[config.mk]
export PLATFORM = sky130hd
export DESIGN_NAME = spc_ctrl
export DESIGN_NICKNAME = d
export VERILOG_FILES = /design/src/hw/rtl/symmetric_pair_commutator_top_assert.svh /design/src/hw/rtl/spc_pkg.sv /design/src/hw/rtl/spc_ctrl.sv
export SDC_FILE = /design/constraint.sdc
export NUM_CORES = 1
export LEC_CHECK = 0
export ABC_AREA = 1
export BUFFER_PORTS_ARGS = -buffer_cell sky130_fd_sc_hd__buf_2
export CORE_ASPECT_RATIO = 0.5
export CORE_UTILIZATION = 33
export DETAILED_ROUTE_END_ITERATION = 16
export GPL_ROUTABILITY_DRIVEN = 0
export SYNTH_ARGS = -nofsm -noshare
export SYNTH_HDL_FRONTEND = slang
export SYNTH_SLANG_ARGS = --single-unit
export TNS_END_PERCENT = 50
[constraint.sdc]
create_clock -name clk -period 3.92 [get_ports clk]
set_clock_uncertainty 0.05 [all_clocks]
set_input_delay 0.196 -clock clk [delete_from_list [all_inputs] [get_ports clk]]
set_output_delay 0.196 -clock clk [all_outputs]
set_load 0.01 [all_outputs]
[src/hw/rtl/symmetric_pair_commutator_top_assert.svh]
// ----------------------------------------------------------------------------
// Assertion macros for the symmetric pair commutator
// Wrappers that compile to concurrent assertions, or to nothing when
// ASSERT_OFF is defined.
// ----------------------------------------------------------------------------
`ifndef SYMMETRIC_PAIR_COMMUTATOR_TOP_ASSERT_SVH
`define SYMMETRIC_PAIR_COMMUTATOR_TOP_ASSERT_SVH

`ifndef ASSERT_OFF

// Property must hold at every clock edge outside reset
`define SPC_ASSERT(lbl, clk, rst, prop) \
  lbl: assert property (@(posedge clk) disable iff (rst) (prop)) \
    else $error("spc assertion failed");

// Condition must never be true outside reset
`define SPC_ASSERT_NEVER(lbl, clk, rst, cond) \
  lbl: assert property (@(posedge clk) disable iff (rst) !(cond)) \
    else $error("spc forbidden condition seen");

`else

`define SPC_ASSERT(lbl, clk, rst, prop)
`define SPC_ASSERT_NEVER(lbl, clk, rst, cond)

`endif

`endif

[src/hw/rtl/spc_pkg.sv]
// ----------------------------------------------------------------------------
// spc_pkg
// Shared widths, word codes, command/status structs and the triangle-number
// helper for the symmetric pair commutator.
// ----------------------------------------------------------------------------
`default_nettype none

package spc_pkg;

  // Fixed field widths
  localparam int KIND_W    = 2;
  localparam int INDEX_W   = 6;
  localparam int DATA_W    = 32;
  localparam int OUT_IDX_W = 5;
  localparam int SIZE_W    = 4;
  localparam int ACC_W     = 64;

  // Widths that cover any supported matrix extent (up to 15)
  localparam int IDX_W  = 4;
  localparam int ADDR_W = 7;

  // Input word kinds
  localparam logic [KIND_W-1:0] KIND_WR_A    = 2'd0;
  localparam logic [KIND_W-1:0] KIND_WR_B    = 2'd1;
  localparam logic [KIND_W-1:0] KIND_COMPUTE = 2'd2;

  // Extent after reset
  localparam logic [SIZE_W-1:0] SIZE_RESET = 4'd8;

  // Controller to datapath
  typedef struct packed {
    logic wr_a;      // write element of A
    logic wr_b;      // write element of B
    logic issue;     // issue one pair of store reads
    logic sub;       // 0: A(i,j)*B(j,k) added, 1: B(i,j)*A(j,k) subtracted
    logic load_out;  // move finished sum into the output register
    logic last;      // element being loaded closes the triangle
  } dp_cmd_t;

  // Datapath to controller
  typedef struct packed {
    logic out_free;  // output register can take a word this cycle
  } dp_status_t;

  // x*(x+1)/2, start of row x in the packed lower triangle
  function automatic logic [ADDR_W-1:0] tri_num(input logic [IDX_W-1:0] x);
    logic [7:0] p;
    p = {4'd0, x} * ({4'd0, x} + 8'd1);
    return p[7:1];
  endfunction

endpackage

`default_nettype wire

[src/hw/rtl/spc_ctrl.sv]
// ----------------------------------------------------------------------------
// spc_ctrl
// Controller: extent register, input handshake and the walk over result
// rows, columns and inner terms.
// ----------------------------------------------------------------------------
`default_nettype none

module spc_ctrl #(
  parameter int MAX_SIZE = 8
) (
  input  wire logic                         clk,
  input  wire logic                         rst,
  input  wire logic                         cfg_wr_en,
  input  wire logic [spc_pkg::SIZE_W-1:0]   cfg_wr_data,
  input  wire logic                         in_valid,
  input  wire logic [spc_pkg::KIND_W-1:0]   kind,
  output logic                              in_stall,
  output spc_pkg::dp_cmd_t                  cmd,
  input  wire spc_pkg::dp_status_t          status,
  output logic [$clog2(MAX_SIZE)-1:0]       row,
  output logic [$clog2(MAX_SIZE)-1:0]       col,
  output logic [$clog2(MAX_SIZE)-1:0]       inner
);

  localparam int IW = $clog2(MAX_SIZE);

  typedef enum logic [3:0] {
    ST_IDLE  = 4'b0001,
    ST_MAC   = 4'b0010,
    ST_DRAIN = 4'b0100,
    ST_EMIT  = 4'b1000
  } state_t;

  state_t                      state;
  state_t                      state_next;
  logic [spc_pkg::SIZE_W-1:0]  matrix_size;
  logic [spc_pkg::SIZE_W-1:0]  n_eff;
  logic [IW-1:0]               n_m1;
  logic                        phase;
  logic [1:0]                  drain_cnt;
  logic                        start;
  logic                        row_end;
  logic                        last_elem;

  // Extent register
  always_ff @(posedge clk) begin
    if (rst) begin
      matrix_size <= spc_pkg::SIZE_RESET;
    end else if (cfg_wr_en) begin
      matrix_size <= cfg_wr_data;
    end
  end

  // Extent clamped to the store size
  assign n_eff = (matrix_size > spc_pkg::SIZE_W'(MAX_SIZE)) ?
                 spc_pkg::SIZE_W'(MAX_SIZE) : matrix_size;

  assign start = (state == ST_IDLE) && in_valid &&
                 (kind == spc_pkg::KIND_COMPUTE) && (n_eff >= 4'd2);

  assign row_end   = (col == row - IW'(1));
  assign last_elem = (row == n_m1) && row_end;

  // Commands
  always_comb begin
    cmd          = '0;
    cmd.wr_a     = (state == ST_IDLE) && in_valid && (kind == spc_pkg::KIND_WR_A);
    cmd.wr_b     = (state == ST_IDLE) && in_valid && (kind == spc_pkg::KIND_WR_B);
    cmd.issue    = (state == ST_MAC);
    cmd.sub      = phase;
    cmd.load_out = (state == ST_EMIT) && status.out_free;
    cmd.last     = last_elem;
  end

  assign in_stall = (state != ST_IDLE);

  // Next state
  always_comb begin
    state_next = state;
    unique case (state)
      ST_IDLE: begin
        if (start) state_next = ST_MAC;
      end
      ST_MAC: begin
        if (phase && (inner == n_m1)) state_next = ST_DRAIN;
      end
      ST_DRAIN: begin
        if (drain_cnt == 2'd2) state_next = ST_EMIT;
      end
      ST_EMIT: begin
        if (status.out_free) state_next = last_elem ? ST_IDLE : ST_MAC;
      end
      default: state_next = ST_IDLE;
    endcase
  end

  // State and walk counters
  always_ff @(posedge clk) begin
    if (rst) begin
      state     <= ST_IDLE;
      row       <= '0;
      col       <= '0;
      inner     <= '0;
      phase     <= 1'b0;
      drain_cnt <= '0;
      n_m1      <= '0;
    end else begin
      state <= state_next;
      unique case (state)
        ST_IDLE: begin
          if (start) begin
            n_m1  <= IW'(n_eff - 4'd1);
            row   <= IW'(1);
            col   <= '0;
            inner <= '0;
            phase <= 1'b0;
          end
        end
        ST_MAC: begin
          phase <= ~phase;
          if (phase) begin
            if (inner == n_m1) begin
              inner     <= '0;
              drain_cnt <= '0;
            end else begin
              inner <= inner + IW'(1);
            end
          end
        end
        ST_DRAIN: begin
          drain_cnt <= drain_cnt + 2'd1;
        end
        ST_EMIT: begin
          if (status.out_free && !last_elem) begin
            if (row_end) begin
              row <= row + IW'(1);
              col <= '0;
            end else begin
              col <= col + IW'(1);
            end
          end
        end
        default: ;
      endcase
    end
  end

endmodule

`default_nettype wire

==> flow_summary.yaml <==
outcome:
  status: "finished, final reports clean"
routing:
  firstDrtPassIters: 4
  num_vias: 1290
  drtIter0Drc: 30
  routed_wl_um: 2860
  wl_per_cell_um: 10.2
  drc: 0
  via_per_inst: 4.57
  ant_nets: 0
sta:
  period_share_pct: 52.9
  finalSetupViolations: 0
  fmax_mhz: 482
  slew_violations: 0
  relSlewSlack_pct: 74.5
  period_needed_ps: 2070
  worst_pin_slew_ps: 380
  fin_tns_setup_ps: 0
  hold_slack_ps: 98.9
  rsz0062_at_grt: "no"
  hold_viol: 0
layout:
  drive_above_1_share_pct: 23.2
  design_area_sq_um: 1650
  fin_nets: 247
  area_growth_pct: 14.4
  diodes: 0
power_and_ir_drop:
  pwr-share-comb_pct: 46.3
  seq_power_share_pct: 36.6
  power_switching_mw: 0.372
  power.density_nw_per_um2: 521
  p_sw_share_pct: 43.1
  clkPwrFrac_pct: 17.1
  p_int_mw: 0.490
  p_leak_nw: 0.789
  vdd_ir_drop_max_mv: 0.127
cts:
  cts_tree: "built"
  clock_sinks: 23
  htree_levels: 1
  clk_latency_ps: 270
  cts-root-buf: "clkbuf_8"
  postCtsHoldBufs: 0
  cts_made_buffers: 3
  post_cts_resized: 0
  cts_buffer_depth: 2
  path_clk_slew_ps: 80
  post_cts_buffers: 0
place:
  hpwl_um: 2290
  place_area_sq_um: 1610
  io_buffers: 26
floorplan:
  die-area_sq_um: 4660
  row_count: 16
  io_pins: 27
  chipWidth_um: 95.6
  die_y_um: 48.8
  core_area_sq_um: 4040
  initial_utilization_pct: 35.7
global_route:
  overflow: 0
  antenna_found_initial: 0
  grt_pass1_vias: 1210
  grt_pass1_wl_um: 5170
  grt_max_degree: 13
  grtUsageTotal_pct: 14.1
run:
  cap_violations: 0
worst_setup_path:
  worstPathRequired_ps: 3670
  critical_path_peak_fanout: 5
  rrSetupSlack_ps: 2040
  crit_type: "reg -> out"
  cp-start-kind: "flop"
  crit_arrival_ps: 1830
  cp-end-kind: "output pin"
logic_synthesis:
  ys_warn_count: 0
  synth_area_sq_um: 1450
  avgSynthCellArea_sq_um: 7.08
  ys_ff_latch: 23
  synth_seq_area_share_pct: 31.9
  synth-main-ff-cell: "dfxtp_1"
  synth-edff-count: 0
  synth_cells: 204
  yosys.cell_types.count: 32
  synth_nets: 222
  async_flop_share_pct: 0
min_path:
  min_path_type: "in -> reg"
## routing by layer
metal	vias to the layer above	global-route usage, %	share of wire, %
li1	693	-	-
met3	2	3.74	3.5
met5	-	0	0
met2	19	22.9	43
met1	576	18.8	53
met4	0	2.99	0.56
## final timing paths
kind,start,endpoint,cells after the start
max reg2reg,row[0],col[0],12
min reg2reg,drain_cnt[1],drain_cnt[1],2
min,cfg_wr_data[2],matrix_size[2],3
max,row[0],cmd[0],11
## flip-flops by register name, summed over array words and instances (netlist names)
| name | count |
|---|---|
| row | 3 |
| state | 4 |
| inner | 3 |
| matrix_size | 4 |
| col | 3 |
| phase | 1 |
| n_m1 | 3 |
| drain_cnt | 2 |
## cell type report
type | count | area (sq um)
clock buffer | 4 | 45.0
fill | 426 | 2390
inverter | 33 | 124
multi-input combinational | 142 | 826
sequential | 23 | 460
tap | 54 | 67.6
timing repair buffer | 26 | 130
## critical path: stages, from the launching register on
cell     delay [ps]
dfxtp_1         440
inv_2            90
ha_1            330
inv_1            50
nand2_1          60
nand2_1          50
nor2_1           80
inv_1            80
nor2_4          140
nand2_1          90
inv_1            60
buf_2           120
## cells in the final DEF, fill, tap and decap left out, drive strengths merged
| cell | count |
|---|---|
| nand2 | 46 |
| a21oi | 12 |
| ha | 7 |
| o21ai | 12 |
| nand3 | 13 |
| inv | 33 |
| xor2 | 2 |
| xnor2 | 8 |
| nor3 | 3 |
| or2 | 4 |
| o31ai | 1 |
| a31oi | 2 |
| dfxtp | 23 |
| nand4 | 4 |
| clkbuf | 4 |
| nor2 | 28 |
| buf | 26 |
## per-stage QoR
step / instances / util [%] / setup slack (ps) / power, mW
after floorplan: 204 / - / 2160 / 0.628
after detailed placement: 278 / 39.8 / 2040 / 0.720
after global routing: 282 / 40.9 / 1640 / 0.938
final: 282 / 40.9 / 1850 / 0.862
after global placement: 278 / 39.8 / 2070 / 0.712
after CTS: 282 / 40.9 / 1820 / 0.871
## kinds of logic (layout without fill, tap and decap cells)
| logic type | after synthesis | in the layout | share of synthesized area (%) |
|---|---|---|---|
| simple gates | 98 | 98 | 34.8 |
| buf+inv | 39 | 63 | 11.0 |
| compound gates | 27 | 27 | 10.2 |
| flops | 23 | 23 | 31.9 |
| xor+xnor | 10 | 10 | 6.06 |
| fa+ha+maj | 7 | 7 | 6.06 |
## power by group through the flow
stage / clock network, mW / registers, mW / logic (mW)
floorplan: 0 / 0.322 / 0.307
global placement: 0 / 0.319 / 0.393
detailed placement: 0 / 0.321 / 0.399
CTS: 0.154 / 0.315 / 0.401
global route: 0.166 / 0.322 / 0.450
finish: 0.148 / 0.315 / 0.399
## cell usage after synthesis, types with 2 or more instances
master	count	share of area (%)
nand3_2	2	1.4
o21ai_0	11	3.8
inv_1	28	7.3
nor2_4	4	3.1
a31oi_1	2	0.87
buf_4	3	1.6
xnor2_1	8	4.8
clkbuf_1	2	0.52
ha_1	7	6.1
nor3_1	2	0.69
nand2_2	4	1.7
a21oi_1	10	3.5
nor2_1	23	6.0
inv_2	5	1.3
a21oi_2	2	1.2
nand3_1	10	3.5
xor2_1	2	1.2
dfxtp_1	23	32
nand2_1	41	11
nand4_1	3	1.3
(Power assumes the default switching activity.)
